==> src/hw/rtl/dso_pkg.sv <==
// dso_pkg: shared constants, types and the decay constant table for the
// decaying-statistics outlier flag unit.
// No dependencies.
package dso_pkg;

    localparam int FRAC_BITS = 16;
    localparam int DIV_NUM_W = 64;
    localparam int DIV_DEN_W = 32;
    localparam int SQ_IN_W   = 64;
    localparam int SQ_OUT_W  = 32;
    localparam int CFG_IDX_W = 2;
    localparam int EXP_BITS  = 16;

    localparam logic [CFG_IDX_W-1:0] CFG_MEAN_HL = 2'd0;
    localparam logic [CFG_IDX_W-1:0] CFG_VAR_HL  = 2'd1;
    localparam logic [CFG_IDX_W-1:0] CFG_CUTOFF  = 2'd2;
    localparam logic [CFG_IDX_W-1:0] CFG_FILTER  = 2'd3;

    localparam logic [31:0] ONE_FX   = 32'h0001_0000;
    localparam logic [47:0] MAX48    = 48'hFFFF_FFFF_FFFF;
    localparam logic [31:0] MAX32    = 32'hFFFF_FFFF;
    localparam logic [32:0] UNITY_Q32 = 33'h1_0000_0000;

    // c[0] = 0.5, c[i] = sqrt(c[i-1]), all with 32 fraction bits
    typedef logic [EXP_BITS:0][31:0] t_ctab;

    function automatic logic [63:0] f_isqrt(input logic [63:0] v_in);
        logic [63:0] v;
        logic [63:0] r;
        logic [63:0] b;
        v = v_in;
        r = '0;
        b = 64'h4000_0000_0000_0000;
        for (int k = 0; k < 32; k++) begin
            if (v >= r + b) begin
                v = v - (r + b);
                r = (r >> 1) + b;
            end else begin
                r = r >> 1;
            end
            b = b >> 2;
        end
        return r;
    endfunction

    function automatic t_ctab f_ctab();
        t_ctab       tab;
        logic [63:0] c;
        c = 64'h8000_0000;
        tab[0] = c[31:0];
        for (int i = 1; i <= EXP_BITS; i++) begin
            c = f_isqrt(c << 32);
            tab[i] = c[31:0];
        end
        return tab;
    endfunction

    localparam t_ctab C_CTAB = f_ctab();

endpackage

==> src/hw/rtl/dso_div.sv <==
// dso_div: restoring unsigned divider, one quotient bit per cycle.
// Depends on dso_pkg.
module dso_div (
    input  logic                          i_clk,
    input  logic                          i_rst_n,
    input  logic                          i_go,
    input  logic [dso_pkg::DIV_NUM_W-1:0] i_num,
    input  logic [dso_pkg::DIV_DEN_W-1:0] i_den,
    output logic                          o_busy,
    output logic                          o_done,
    output logic [dso_pkg::DIV_NUM_W-1:0] o_quot,
    output logic [dso_pkg::DIV_DEN_W-1:0] o_rem
);
    import dso_pkg::*;

    logic [DIV_NUM_W-1:0]         r_dq;
    logic [DIV_DEN_W:0]           r_rem;
    logic [DIV_DEN_W-1:0]         r_den;
    logic [$clog2(DIV_NUM_W)-1:0] r_cnt;
    logic                         r_busy;
    logic                         r_done;
    logic [DIV_DEN_W:0]           rem_sh;
    logic                         fits;

    assign rem_sh = {r_rem[DIV_DEN_W-1:0], r_dq[DIV_NUM_W-1]};
    assign fits   = rem_sh >= {1'b0, r_den};

    always_ff @(posedge i_clk) begin
        if (!i_rst_n) begin
            r_busy <= 1'b0;
            r_done <= 1'b0;
            r_cnt  <= '0;
        end else begin
            r_done <= 1'b0;
            if (i_go) begin
                r_dq   <= i_num;
                r_den  <= i_den;
                r_rem  <= '0;
                r_cnt  <= '0;
                r_busy <= 1'b1;
            end else if (r_busy) begin
                r_rem <= fits ? rem_sh - {1'b0, r_den} : rem_sh;
                r_dq  <= {r_dq[DIV_NUM_W-2:0], fits};
                r_cnt <= r_cnt + 1'b1;
                if (&r_cnt) begin
                    r_busy <= 1'b0;
                    r_done <= 1'b1;
                end
            end
        end
    end

    assign o_busy = r_busy;
    assign o_done = r_done;
    assign o_quot = r_dq;
    assign o_rem  = r_rem[DIV_DEN_W-1:0];
endmodule

==> config.mk <==
export PLATFORM = sky130hd
export DESIGN_NAME = dso_div
export DESIGN_NICKNAME = d
export VERILOG_FILES = /design/src/hw/rtl/dso_pkg.sv /design/src/hw/rtl/dso_div.sv
export SDC_FILE = /design/constraint.sdc
export NUM_CORES = 1
export LEC_CHECK = 0
export BUFFER_PORTS_ARGS = -buffer_cell sky130_fd_sc_hd__buf_2
export CORE_ASPECT_RATIO = 0.5
export CORE_MARGIN = 1.5
export CORE_UTILIZATION = 33
export DETAILED_ROUTE_END_ITERATION = 8
export HOLD_SLACK_MARGIN = 0.03
export PLACE_DENSITY = 0.63
export SYNTH_ARGS = -nofsm -noshare
export SYNTH_HDL_FRONTEND = slang
export SYNTH_SLANG_ARGS = --single-unit
==> constraint.sdc <==
create_clock -name i_clk -period 5 [get_ports i_clk]
set_clock_uncertainty 0.2 [all_clocks]
set_input_delay 0.25 -clock i_clk [delete_from_list [all_inputs] [get_ports i_clk]]
set_output_delay 0.25 -clock i_clk [all_outputs]
set_load 0.05 [all_outputs]
==> results.md <==
* Critical Path RT at 4.94 ns
* Cell area power density at 357 nW/um2
* CTS clk-pin slew, worst paths at 0.06 ns
* Crit start category: flop
* Drt drc at 0
* Synth top area share at 52.1%
* GR Overflow Total at 0
* Gpl congestion at 0.834
* CTS Sinks at 136
* YS warnings at 0
* Postcts setup bufs at 0
* Max Slew Vio Count at 0
* Crit path kind: reg -> reg
* CORE AREA at 21,800 um2
* Crit. End Element: flop
* Clk root buf: clkbuf_16
* Layout cells sized above 1 at 32.7%
* Minimum clock period at 3.49 ns
* Most frequent cell after synthesis: edfxtp_1
* DP Worst Slack at 1.49 ns
* Via Count at 5,999
* Mapped Nets at 765
* Post-synth EDFFs at 128
* Die Wd at 214 um
* Vias in the first global route at 6,293
* RSZ-0062 raised after global routing: false
* Vias per cell at 4.88
* P_leak at 4.23 nW
* Post_cts resized at 0
* Seq/Total Area, Yosys at 54.3%
* Power Total at 3.65 mW
* Fill cells at 2,034
* Initial antenna violation count at 0
* Post-route cell area at 10,200 um2
* Htree depth at 4
* Total track usage at 17.6%
* Top cells by area, synth: edfxtp_1, mux2_2, ha_1
* CTS tree: done
* Final hold slack at 0.178 ns
* DP HPWL at 13.2 mm
* VDD IR-drop max at 242 uV
* IO Port Bufs at 196
* Worst EP arrival at 3.43 ns
* Starting Density at 33.9%
* Setup WS post-layout at 1.51 ns
* HP Class: in -> reg
* Cells after Synth at 632
* Top cells by count, synth: edfxtp_1, mux2_2, a21oi_1, nand3_1, inv_1
* Final wirelength at 19.8 mm
* Post-Route Setup TNS at 0 ns
* Fin nets at 1,050
* Num rows at 38
* Cell area after synthesis at 7370 um2
* Clk_lat worst skew at 0.44 ns
* Cell taking the most area after synthesis: edfxtp_1
* Placed instance count at 1,101
* Die height at 109 um
* Initial drt markers at 219
* Drt pass-1 iters at 4
* Max FO, Critical Path at 18
* First-pass GRT wire length at 31.9 mm
* Wire per inst at 16.1 um
* Count of cell types in the netlist at 55
* Max Freq at 0.287 GHz
* Detail Route Antenna Nets at 0
* Max-capacitance violation count at 0
* Largest net degree at the start of global routing at 76
* Synthesized area per cell at 11.7 um2
* Post-route insts no fill at 1,230
* Clock buffers created by TritonCTS at 17
* Die area at 23,300 um2
* Synthesized flop and latch total at 136
* Period utilization at 69.7%
* Slew Limit Headroom at 34.9%
* Core Util, Final at 46.9%
* Hold_buf cts at 97
* Status: finished, final reports clean
* Growth of design area from synthesis to finish at 38.6%
* Endpoints failing setup at 0
* Top_reg_cell synth: edfxtp_1
* Antenna diode count at 0
* Final hold viol count at 0
* Post-DP Area at 8650 um2
* Async set-reset flop share out of synthesis at 0%
* # IOs at 197
* Tightest Pin Transition at 0.974 ns
* Max Buffers Root-to-Sink at 2
## cells by family after synthesis
group	synth area share, %
buf+inv	3.92
fa+ha+maj	5.87
simple gates	9.32
flops	54.3
xor+xnor	3.21
mux	9.91
compound gates	13.5
## layout by cell type (no fill, tap or decap), types with 15 or more instances in the layout
cell type      instances
buf_2                195
a21oi_1               56
clkbuf_16             17
edfxtp_1             128
ha_1                  33
nor2_1                22
inv_1                 39
dlygate4sd3_1         97
o21ai_0               33
a21o_1                15
nand2_1               28
nand3_1               40
mux2_2                64
## worst max-delay path, cell delays in order (launching register included)
cell and delay (ns):
edfxtp_1 0.42, ha_1 0.38, a21o_1 0.20, a31oi_1 0.22
a21oi_2 0.10, o211a_4 0.26, o2111ai_1 0.24, a211o_2 0.22
a21o_1 0.39, buf_4 0.33, a211o_1 0.17, a21oi_1 0.06
## flip-flops by register name, indices dropped and copies added (netlist names)
name / cells
r_den: 32
r_rem: 32
o_done: 1
o_busy: 1
o_quot: 64
r_cnt: 6
## report_power, final
group	switching (mW)	internal, mW	total (mW)
Sequential	0.0500	1.36	1.41
Combinational	0.593	0.353	0.946
Clock	0.510	0.784	1.29
Total	1.15	2.49	3.65
## path summary, 6_finish.rpt
check | from | endpoint | slack, ns | cells after the start
worst max register to register | r_rem[3] | r_rem[13] | 1.51 | 11
worst max-delay path | r_rem[3] | r_rem[13] | 1.51 | 11
worst min register to register | r_cnt[5] | r_cnt[5] | 0.30 | 2
worst min-delay path | i_go | o_quot[22] | 0.18 | 2
## cell type report
cell class | instances | area, um2 | share of cell area [%]
timing repair buffer | 300 | 2010 | 19.6
sequential | 136 | 4000 | 39.2
clock buffer | 17 | 425 | 4.16
multi-input combinational | 423 | 3090 | 30.2
tap | 300 | 375 | 3.67
clock inverter | 15 | 173 | 1.69
inverter | 39 | 146 | 1.43
## per-layer routing
layer  track usage [%]  vias up  wire, um
met5                 0        -         0
li1                  -     2950         -
met3              4.77       29       885
met1              21.0     2863      8790
met4              7.09        0       391
met2              30.8      157      9700
No activity file was read; power rests on OpenSTA's default activity.
