--- src/hw/rtl/dso_pkg.sv ---
// dso_pkg: shared constants, types and the decay constant table for the
// decaying-statistics outlier flag unit.
// No dependencies.
package dso_pkg;

    localparam int FRAC_BITS = 16;
    localparam int DIV_NUM_W = 64;
    localparam int DIV_DEN_W = 32;
    localparam int SQ_IN_W   = 64;
    localparam int SQ_OUT_W  = 32;
    localparam int CFG_IDX_W = 2;
    localparam int EXP_BITS  = 16;

    localparam logic [CFG_IDX_W-1:0] CFG_MEAN_HL = 2'd0;
    localparam logic [CFG_IDX_W-1:0] CFG_VAR_HL  = 2'd1;
    localparam logic [CFG_IDX_W-1:0] CFG_CUTOFF  = 2'd2;
    localparam logic [CFG_IDX_W-1:0] CFG_FILTER  = 2'd3;

    localparam logic [31:0] ONE_FX   = 32'h0001_0000;
    localparam logic [47:0] MAX48    = 48'hFFFF_FFFF_FFFF;
    localparam logic [31:0] MAX32    = 32'hFFFF_FFFF;
    localparam logic [32:0] UNITY_Q32 = 33'h1_0000_0000;

    // c[0] = 0.5, c[i] = sqrt(c[i-1]), all with 32 fraction bits
    typedef logic [EXP_BITS:0][31:0] t_ctab;

    function automatic logic [63:0] f_isqrt(input logic [63:0] v_in);
        logic [63:0] v;
        logic [63:0] r;
        logic [63:0] b;
        v = v_in;
        r = '0;
        b = 64'h4000_0000_0000_0000;
        for (int k = 0; k < 32; k++) begin
            if (v >= r + b) begin
                v = v - (r + b);
                r = (r >> 1) + b;
            end else begin
                r = r >> 1;
            end
            b = b >> 2;
        end
        return r;
    endfunction

    function automatic t_ctab f_ctab();
        t_ctab       tab;
        logic [63:0] c;
        c = 64'h8000_0000;
        tab[0] = c[31:0];
        for (int i = 1; i <= EXP_BITS; i++) begin
            c = f_isqrt(c << 32);
            tab[i] = c[31:0];
        end
        return tab;
    endfunction

    localparam t_ctab C_CTAB = f_ctab();

endpackage

--- src/hw/rtl/dso_sqrt.sv ---
// dso_sqrt: floor square root, one result bit per cycle.
// Depends on dso_pkg.
module dso_sqrt (
    input  logic                         i_clk,
    input  logic                         i_rst_n,
    input  logic                         i_go,
    input  logic [dso_pkg::SQ_IN_W-1:0]  i_val,
    output logic                         o_done,
    output logic [dso_pkg::SQ_OUT_W-1:0] o_root
);
    import dso_pkg::*;

    logic [SQ_IN_W-1:0]          r_v;
    logic [SQ_IN_W-1:0]          r_r;
    logic [SQ_IN_W-1:0]          r_b;
    logic [$clog2(SQ_OUT_W)-1:0] r_cnt;
    logic                        r_busy;
    logic                        r_done;
    logic [SQ_IN_W-1:0]          trial;

    assign trial = r_r + r_b;

    always_ff @(posedge i_clk) begin
        if (!i_rst_n) begin
            r_busy <= 1'b0;
            r_done <= 1'b0;
            r_cnt  <= '0;
        end else begin
            r_done <= 1'b0;
            if (i_go) begin
                r_v    <= i_val;
                r_r    <= '0;
                r_b    <= {2'b01, {(SQ_IN_W-2){1'b0}}};
                r_cnt  <= '0;
                r_busy <= 1'b1;
            end else if (r_busy) begin
                if (r_v >= trial) begin
                    r_v <= r_v - trial;
                    r_r <= (r_r >> 1) + r_b;
                end else begin
                    r_r <= r_r >> 1;
                end
                r_b   <= r_b >> 2;
                r_cnt <= r_cnt + 1'b1;
                if (&r_cnt) begin
                    r_busy <= 1'b0;
                    r_done <= 1'b1;
                end
            end
        end
    end

    assign o_done = r_done;
    assign o_root = r_r[SQ_OUT_W-1:0];
endmodule
--- config.mk ---
export PLATFORM = sky130hd
export DESIGN_NAME = dso_sqrt
export DESIGN_NICKNAME = d
export VERILOG_FILES = /design/src/hw/rtl/dso_pkg.sv /design/src/hw/rtl/dso_sqrt.sv
export SDC_FILE = /design/constraint.sdc
export NUM_CORES = 1
export LEC_CHECK = 0
export ABC_AREA = 1
export BUFFER_PORTS_ARGS = -buffer_cell sky130_fd_sc_hd__buf_4
export CAP_MARGIN = 20
export CORE_ASPECT_RATIO = 2
export CORE_UTILIZATION = 46
export DETAILED_ROUTE_END_ITERATION = 7
export SYNTH_ARGS = -nofsm -noshare
export SYNTH_HDL_FRONTEND = slang
export SYNTH_SLANG_ARGS = --single-unit
export TNS_END_PERCENT = 10
--- constraint.sdc ---
create_clock -name i_clk -period 15.5 [get_ports i_clk]
set_input_delay 3.1 -clock i_clk [delete_from_list [all_inputs] [get_ports i_clk]]
set_output_delay 3.1 -clock i_clk [all_outputs]
set_load 0.1 [all_outputs]
==> run_results.csv, run 1 <==
group,metric,value,unit
clock_network,cts.clk_slew.worst_paths,0.08,ns
yosys,yosys.area_share.xor_xnor,4.38,%
cells_and_area,mostFrequentLayoutCell,"nand2_1",
timing,timing.final.crit_share,38.4,%
power,vdd_drop_max,0.0000681,V
clock_network,cts_resized,0,
yosys,avgSynthCellArea,5.85,um2
yosys,synth_top_family_by_area,"simple AND/OR/NAND/NOR gates",
grt,antenna_found_initial,1,
critical_path,cp_max_fo,64,
yosys,netlist_area,0.0206,mm2
cells_and_area,final_area,0.0222,mm2
placed_design,dp_hpwl,69.6,mm
clock_network,ctsRootBufferMaster,"clkbuf_16",
clock_network,clkLatencyLatePin,0.48,ns
critical_path,worstSetupPathType,"reg2reg",
cells_and_area,diodes,0,
route,via_count,22400,
route,wirelength,84.7,mm
timing,fmax,168,MHz
floorplan,num_rows,109,
power,leakage,11.5,nW
floorplan,die_h,301,um
critical_path,crit_required,15.61,ns
status,outcome,"finished clean",
placed_design,gp_congestion,1.05,
clock_network,h-tree-depth,4,
timing,finalSetupViolCount,0,
clock_network,cts_hold_buf,0,
cells_and_area,layout.nets,3767,
yosys,synthesis.instances,3520,
route,dr.pass1.iters,5,
grt,grt_pass1_wl,125,mm
run,drv_cap,0,
power,power.density,110,mW/mm2
yosys,synthMuxAreaShare,0,%
yosys,syn_nets,3720,
cells_and_area,drive_above_1_share,5.14,%
timing,skew,0.0138,ns
placed_design,io_buffer_count,99,
yosys,synth-seq-area-share,24.0,%
critical_path,arrival,6.06,ns
clock_network,tritoncts,"yes",
clock_network,clock-sinks,167,
critical_path,worstSetupEndpointType,"register",
grt,track_usage,37.9,%
route,avgViaCountPerCell,5.42,
timing,grt_setup_unrepaired,"false",
route,drc,0,
grt,overflow,0,
timing,finalHoldViolations,0,
timing,fin_crit,5.95,ns
clock_network,cts_buffers,17,
timing,report.final.slew_viol_count,0,
floorplan,die_w,152,um
yosys,ys_ff_latch,167,
cells_and_area,syn2layout_area_growth,7.79,%
placed_design,placed_area,0.0216,mm2
yosys,synth_compound_area_share,8.31,%
worst_hold_path,holdCritPathClass,"reg2reg",
floorplan,dieArea,0.0456,mm2
floorplan,ioPinCount,100,
timing,slew-limit-headroom,28.1,%
grt,first_global_vias,22300,
clock_network,cts_buffer_depth,2,
timing,hold-worst-slack,0.498,ns
yosys,yosys.area_share.adder,8.12,%
floorplan,coreArea,0.0442,mm2
critical_path,critPathLaunchType,"register",
floorplan,start_util,46.6,%
timing,fin_tns_setup,0,ns
timing,tightest_slew,1.07,ns
grt,grt_max_degree,71,
route,final_antenna_net_count,0,
cells_and_area,final_cell_mix,"nand2_1 (1431), inv_1 (561), nor2_1 (341)",
yosys,yosys_warnings,0,
clock_network,postCtsSetupRepairBufs,0,
yosys,synth-simple-area-share,42.5,%
yosys,synth_cell_types,44,
route,wl_per_cell,20.5,um
route,drt_iter0_drc,1385,
==> routing by layer <==
metal | up-vias | wire, um | global-route usage [%]
met5 | - | 13 | 0
met2 | 807 | 43800 | 69.7
met3 | 319 | 3870 | 4.72
li1 | 11100 | - | -
met1 | 10200 | 27600 | 34.5
met4 | 2 | 9380 | 36.8
==> synthesized netlist by cell type, drive strengths merged <==
master | count | area share [%]
clkinv | 2 | 0.036
o21a | 6 | 0.22
clkbuf | 29 | 0.53
dfxtp | 7 | 0.68
a21o | 4 | 0.15
nand2 | 1452 | 27
nand3b | 29 | 1.1
a21boi | 1 | 0.036
o211ai | 1 | 0.036
fa | 1 | 0.097
o21bai | 20 | 0.73
edfxtp | 160 | 23
nand2b | 3 | 0.091
nand4 | 27 | 0.82
buf | 48 | 1.8
o22ai | 1 | 0.030
nor3 | 45 | 1.1
a31oi | 3 | 0.091
xor2 | 45 | 1.9
nor4 | 12 | 0.36
inv | 569 | 10
or2 | 11 | 0.33
a21oi | 147 | 3.7
ha | 132 | 8.0
nand3 | 214 | 5.2
xnor2 | 58 | 2.5
a311oi | 1 | 0.043
o21ai | 136 | 3.3
and2 | 9 | 0.27
and3 | 1 | 0.030
nor2 | 346 | 6.4
==> path summary, 6_finish.rpt <==
kind	from	endpoint	slack, ns	cells after the start
setup reg to reg	r_r[22]	r_v[3]	9.55	20
setup / recovery	r_r[22]	r_v[3]	9.55	20
hold / removal	r_cnt[4]	r_cnt[4]	0.50	2
hold reg to reg	r_cnt[4]	r_cnt[4]	0.50	2
==> final cells by class <==
| type | count | area, um2 |
|---|---|---|
| fill | 4708 | 22000 |
| timing repair buffer | 105 | 801 |
| tap | 555 | 694 |
| sequential | 167 | 4940 |
| clock buffer | 18 | 429 |
| multi-input combinational | 2705 | 13000 |
| clock inverter | 13 | 145 |
| inverter | 571 | 2150 |
==> worst max-delay path: stages, from the launching register on <==
cell and delay [ns]:
edfxtp_1 0.59, ha_1 0.49, nand2_1 0.10, o21ai_0 0.28, nand2_1 0.11, o21ai_0 0.55
a21oi_1 0.09, o21ai_0 0.43, xnor2_1 0.17, ha_1 0.41, nand2_1 0.11, nor2_1 0.23
nand2_1 0.11, nor2_1 0.13, nand4_1 0.11, nand3_1 0.30, nand2_2 0.14, nand2_2 0.20
o21ai_0 0.12, inv_2 0.07, buf_4 0.73
==> cell families after synthesis <==
logic type,Yosys count
AND/OR/NAND/NOR,2149
buffers and inverters,648
AO/OA/AOI/OAI,320
flip-flops,167
adder cells (fa/ha/maj),133
XOR/XNOR,103
==> where the power goes <==
part	internal, mW	leakage (nW)	total, mW	switching (mW)
Combinational	0.410	9.66	1.34	0.930
Clock	0.239	0.281	0.452	0.213
Sequential	0.577	1.60	0.650	0.0738
==> through the flow <==
stage / std cells / util [%] / power (mW) / setup slack, ns
after floorplan: 3520 / - / 1.60 / 7.99
after global placement: 4102 / 48.9 / 1.95 / 9.78
after detailed placement: 4102 / 48.9 / 1.97 / 9.73
after CTS: 4133 / 50.2 / 2.42 / 9.81
after global routing: 4134 / 50.2 / 2.61 / 9.40
final: 4134 / 50.2 / 2.44 / 9.55
==> state kept, by name (all words and copies together) (netlist names) <==
signal	flops
r_cnt	5
r_b	32
r_r	64
r_v	64
r_busy	1
o_done	1
(Power assumes the default switching activity.)
==> run 2, diff against run 1 <==
==> constraint.sdc (replaced) <==
create_clock -name i_clk -period 5.76 [get_ports i_clk]
set_input_delay 1.152 -clock i_clk [delete_from_list [all_inputs] [get_ports i_clk]]
set_output_delay 1.152 -clock i_clk [all_outputs]
set_load 0.1 [all_outputs]
==> run 2 against run 1 <==
  * Count of clock-buffer cells in the layout decreased by 1
  * Critical path depth is 2 higher
  * Clock power rose to 2.8 times the previous value
  * Register-to-register slack got worse by 9.3 ns
  * Sequential cell count is the same
  * Die area is the same
  * Critical path type unchanged
==> run_results.csv, run 2 (synthesized netlist as in run 1, its figures left out) <==
group,metric,value,unit
cells_and_area,final_cells,4146,
route,drt_iter0_drc,1654,
critical_path,slowest_stage,"edfxtp_1",
cells_and_area,top_regs,"r_r (64), r_v (64), r_b (32)",
timing,finalSetupViolCount,0,
cells_and_area,final_area,0.0223,mm2
power,power.density,303,mW/mm2
critical_path,arrival,5.61,ns
placed_design,dp_hpwl,73.3,mm
clock_network,postCtsSetupRepairBufs,0,
critical_path,cpLargestDelayFamily,"simple AND/OR/NAND/NOR gates",
critical_path,worstSetupPathType,"reg2reg",
timing,timing.final.crit_share,94.8,%
clock_network,h-tree-depth,4,
power,leakage,11.6,nW
clock_network,cts_buffer_depth,2,
critical_path,cp_max_fo,64,
timing,fin_tns_setup,0,ns
grt,grt_max_degree,65,
clock_network,cts.clk_slew.worst_paths,0.08,ns
timing,skew,0.0173,ns
status,outcome,"finished clean",
route,drc,0,
clock_network,ctsRootBufferMaster,"clkbuf_16",
grt,grt_use_met1,37.0,%
route,via_count,22800,
timing,grt_setup_unrepaired,"false",
critical_path,worstPathBufferInverterCount,3,
clock_network,clkLatencyLatePin,0.50,ns
placed_design,dp_cells,4114,
run,drv_cap,0,
critical_path,worst_path_largest_cell_delay,0.56,ns
power,vdd_drop_max,0.000174,V
critical_path,worstSetupEndpointType,"register",
timing,fin_crit,5.46,ns
grt,first_global_vias,22900,
critical_path,crit_required,5.90,ns
floorplan,num_rows,109,
clock_network,clock-sinks,167,
floorplan,ioPinCount,100,
cells_and_area,mostFrequentLayoutCell,"nand2_1",
route,avgViaCountPerCell,5.50,
timing,tightest_slew,1.24,ns
placed_design,gp_congestion,1.08,
critical_path,path_common_cell,"nand2_1",
grt,met3_usage,7.55,%
floorplan,coreArea,0.0442,mm2
floorplan,die_h,301,um
critical_path,critPathLaunchType,"register",
cells_and_area,drive_above_1_share,5.54,%
placed_design,io_buffer_count,99,
cells_and_area,final_cell_mix,"nand2_1 (1431), inv_1 (561), nor2_1 (341)",
clock_network,cts_buffers,17,
grt,grt_use_met2,72.9,%
floorplan,die_w,152,um
grt,track_usage,40.5,%
route,wl_per_cell,21.8,um
floorplan,start_util,46.6,%
cells_and_area,layout.nets,3778,
critical_path,crit_chain,"ha_1 > nand2_1 > o21ai_1 > nor2_1 > nand2_1 > o21ai_0 > o21bai_2 > nand3_1 > nand2_1 > xnor2_1 > ha_1 > nand2_1 > nor2_1 > inv_1 > nor2_2 > nand2_1 > nor3_2 > nand2_2 > nand2_2 > o21ai_0 > inv_2 > buf_12",
placed_design,placed_area,0.0217,mm2
grt,antenna_found_initial,1,
route,final_antenna_net_count,0,
grt,overflow,0,
route,dr.pass1.iters,6,
timing,report.final.slew_viol_count,0,
timing,finalHoldViolations,0,
clock_network,tritoncts,"yes",
cells_and_area,syn2layout_area_growth,8.48,%
route,wirelength,90.2,mm
clock_network,cts_hold_buf,0,
timing,slew-limit-headroom,16.9,%
floorplan,dieArea,0.0456,mm2
grt,busiest_layer,"met2",
grt,grt_pass1_wl,133,mm
timing,fmax,183,MHz
power,p_total,6.76,mW
worst_hold_path,holdCritPathClass,"reg2reg",
cells_and_area,diodes,0,
run 2: worst paths after layout:
path	from	end	slack (ns)	cells past startpoint
setup / recovery	r_r[10]	r_v[60]	0.30	22
hold / removal	r_cnt[4]	r_cnt[4]	0.48	2
setup reg to reg	r_r[10]	r_v[60]	0.30	22
hold reg to reg	r_cnt[4]	r_cnt[4]	0.48	2
run 2: power breakdown:
group / leakage (nW) / internal [mW] / switching [mW]
combinational: 9.73 / 1.12 / 2.64
clock: 0.292 / 0.622 / 0.638
sequential: 1.60 / 1.55 / 0.190
total: 11.6 / 3.29 / 3.47
run 2: cell type report:
type | instances | area (um2)
clock buffer | 17 | 425
clock inverter | 15 | 179
fill | 4812 | 21900
inverter | 571 | 2150
multi-input combinational | 2705 | 13000
sequential | 167 | 4940
tap | 555 | 694
timing repair buffer | 116 | 908
run 2: timing repair:
action,CTS,global route
hold endpoints to repair,0,0
endpoints found under the setup margin,0,71
resized for setup,0,1
run 2: metal layers:
metal / part of all wire [%] / up-vias
met5: 0.014 / -
met4: 11 / 2
met2: 51 / 962
li1: - / 11100
met1: 32 / 10300
met3: 6.1 / 400
run 2: worst register-to-register path: stages, from the launching register on:
cell      delay, ns
edfxtp_1       0.56
ha_1           0.42
nand2_1        0.12
o21ai_1        0.29
nor2_1         0.08
nand2_1        0.06
o21ai_0        0.27
o21bai_2       0.55
nand3_1        0.13
nand2_1        0.11
xnor2_1        0.13
ha_1           0.40
nand2_1        0.12
nor2_1         0.16
inv_1          0.09
nor2_2         0.38
nand2_1        0.16
nor3_2         0.18
nand2_2        0.11
nand2_2        0.14
o21ai_0        0.13
inv_2          0.13
buf_12         0.35
run 2: stage by stage:
| stage | worst slack (ns) | hold slack, ns | util (%) |
|---|---|---|---|
| 6_report | 0.297 | 0.483 | 50.5 |
| 5_1_grt | 0.0361 | 0.485 | 50.5 |
| 4_1_cts | 0.536 | 0.477 | 50.5 |
| 3_5_place_dp | 0.578 | 0.465 | 49.1 |
| 3_3_place_gp | 0.677 | 0.451 | 49.1 |
| 2_1_floorplan | 0.200 | 0.445 | - |
==> run 3, diff against run 2 <==
--- a/config.mk
+++ b/config.mk
@@ -6,11 +6,12 @@
 export NUM_CORES = 1
 export LEC_CHECK = 0
 export ABC_AREA = 1
-export BUFFER_PORTS_ARGS = -buffer_cell sky130_fd_sc_hd__buf_4
 export CAP_MARGIN = 20
 export CORE_ASPECT_RATIO = 2
-export CORE_UTILIZATION = 46
+export CORE_UTILIZATION = 60
 export DETAILED_ROUTE_END_ITERATION = 7
+export DONT_BUFFER_PORTS = 1
+export PLACE_DENSITY_LB_ADDON = 0.3
 export SYNTH_ARGS = -nofsm -noshare
 export SYNTH_HDL_FRONTEND = slang
 export SYNTH_SLANG_ARGS = --single-unit
==> run 3 against run 2 <==
  * Die area shrank 23%
  * Power is 2.2% lower
  * Sequential share of layout area up 0.78 points
  * Sequential cell count stayed put
  * Cell area decreased by 3.4%
  * Global-route usage grew 8.7 points
  * Clock skew up 0.0010 ns
  * Fmax down 1.7%
  * Count of clock-buffer cells in the layout is 1 higher
  * Critical path type unchanged
  * Critical endpoint is now r_r[3]
  * Largest cell class unchanged
  * Highest routed layer is now met4
==> run_results.csv, run 3 (synthesized netlist as in run 1, its figures left out) <==
group,metric,value,unit
status,outcome,"finished clean",
timing,fin_tns_setup,0,ns
timing,tightest_slew,1.17,ns
critical_path,crit_required,6.10,ns
route,drt_iter0_drc,2208,
timing,fin_crit,5.56,ns
route,wl_met2,40.9,mm
clock_network,ctsRootBufferMaster,"clkbuf_16",
critical_path,arrival,5.89,ns
route,avgViaCountPerCell,5.93,
timing,timing.final.crit_share,96.5,%
cells_and_area,drive_above_1_share,3.44,%
timing,hold-worst-slack,0.490,ns
clock_network,clock-sinks,167,
critical_path,critPathLaunchType,"register",
route,drc,0,
floorplan,coreArea,0.0336,mm2
run,drv_cap,0,
timing,skew,0.0184,ns
timing,slew-limit-headroom,21.5,%
clock_network,postCtsSetupRepairBufs,0,
critical_path,worst_path_largest_cell_delay,0.65,ns
clock_network,clkLatencyLatePin,0.48,ns
route,via_count,23400,
clock_network,cts_buffers,17,
cells_and_area,layout.nets,3704,
critical_path,crit_chain,"ha_1 > nand2_1 > inv_1 > nand3_1 > nor3_1 > nand2_1 > nor2_1 > nor2_1 > nand3b_1 > nand2_1 > ha_1 > a21oi_1 > o21ai_0 > a21oi_1 > nand2_1 > a21oi_2 > nand2_2 > nor2_4 > buf_4 > nand2_1 > nand2_1",
critical_path,path_common_cell,"nand2_1",
route,final_antenna_net_count,0,
floorplan,die_h,264,um
grt,grt_max_degree,123,
floorplan,dieArea,0.0351,mm2
timing,finalHoldViolations,0,
timing,grt_setup_unrepaired,"false",
critical_path,worstSetupPathType,"reg2reg",
floorplan,num_rows,95,
placed_design,dp_hpwl,67.3,mm
placed_design,io_buffer_count,0,
grt,overflow,0,
floorplan,start_util,61.2,%
clock_network,tritoncts,"yes",
cells_and_area,final_util,64.1,%
power,vdd_drop_max,0.000237,V
grt,grt_pass1_wl,129,mm
route,wl_met3,5.97,mm
floorplan,ioPinCount,100,
timing,finalSetupViolCount,0,
route,wl_per_cell,21.1,um
route,top_layer,"met4",
power,leakage,11.2,nW
clock_network,cts_resized,0,
grt,track_usage,49.2,%
cells_and_area,top_regs,"r_r (64), r_v (64), r_b (32)",
route,dr.pass1.iters,5,
cells_and_area,diodes,0,
cells_and_area,final_cell_mix,"nand2_1 (1431), inv_1 (561), nor2_1 (341)",
critical_path,cp_max_fo,63,
clock_network,h-tree-depth,4,
grt,antenna_found_initial,0,
clock_network,cts_hold_buf,0,
route,met1Wirelength,25.3,mm
clock_network,cts_buffer_depth,2,
critical_path,slowest_stage,"nor3_1",
power,p_total,6.61,mW
grt,first_global_vias,23200,
worst_hold_path,holdCritPathClass,"reg2reg",
power,power.density,306,mW/mm2
placed_design,gp_congestion,1.13,
cells_and_area,mostFrequentLayoutCell,"nand2_1",
timing,fmax,180,MHz
floorplan,die_w,133,um
cells_and_area,syn2layout_area_growth,4.80,%
route,wirelength,83.4,mm
timing,report.final.slew_viol_count,0,
critical_path,worstSetupEndpointType,"register",
clock_network,cts.clk_slew.worst_paths,0.08,ns
-- run 3: path summary, 6_finish.rpt --
check | cells after the start | slack (ns) | startpoint | to
min | 2 | 0.49 | r_cnt[4] | r_cnt[4]
min reg2reg | 2 | 0.49 | r_cnt[4] | r_cnt[4]
max | 21 | 0.20 | r_r[52] | r_r[3]
max reg2reg | 21 | 0.20 | r_r[52] | r_r[3]
-- run 3: metal layers --
layer / vias up / global-route usage (%)
li1: 11000 / -
met1: 10400 / 45.2
met2: 1402 / 84.7
met3: 576 / 11.0
met4: 0 / 54.4
met5: - / 0
-- run 3: final cells by class --
cell class              instances  area, um2
well taps                     436        546
clock buffers                  18        429
repair buffers                 42        340
flip-flops and latches        167       4940
inverters                     571       2150
multi-input cells            2705      13000
clock inverters                13        139
fillers                      3273      12100
-- run 3: critical path, delay by kind of cell (launching register included) --
kind	cells	cell delay (ns)
DFF	1	0.54
adders and majority gates	2	0.84
and+or+nand+nor	13	2.50
AOI/OAI and AO/OA	4	0.78
buffers and inverters	2	0.71
-- run 3: metrics by stage --
stage	instance area, um2	setup WS (ns)	std cells
after floorplan	20600	0.200	3520
after global placement	21000	0.755	3921
after detailed placement	21000	0.636	3921
after CTS	21600	0.604	3952
after global routing	21600	0.0660	3952
final	21600	0.204	3952
-- run 3: power breakdown --
group          switching (mW)  total [mW]  internal [mW]
combinational            2.62        3.70           1.08
clock                   0.591        1.20          0.609
sequential              0.154        1.70           1.55
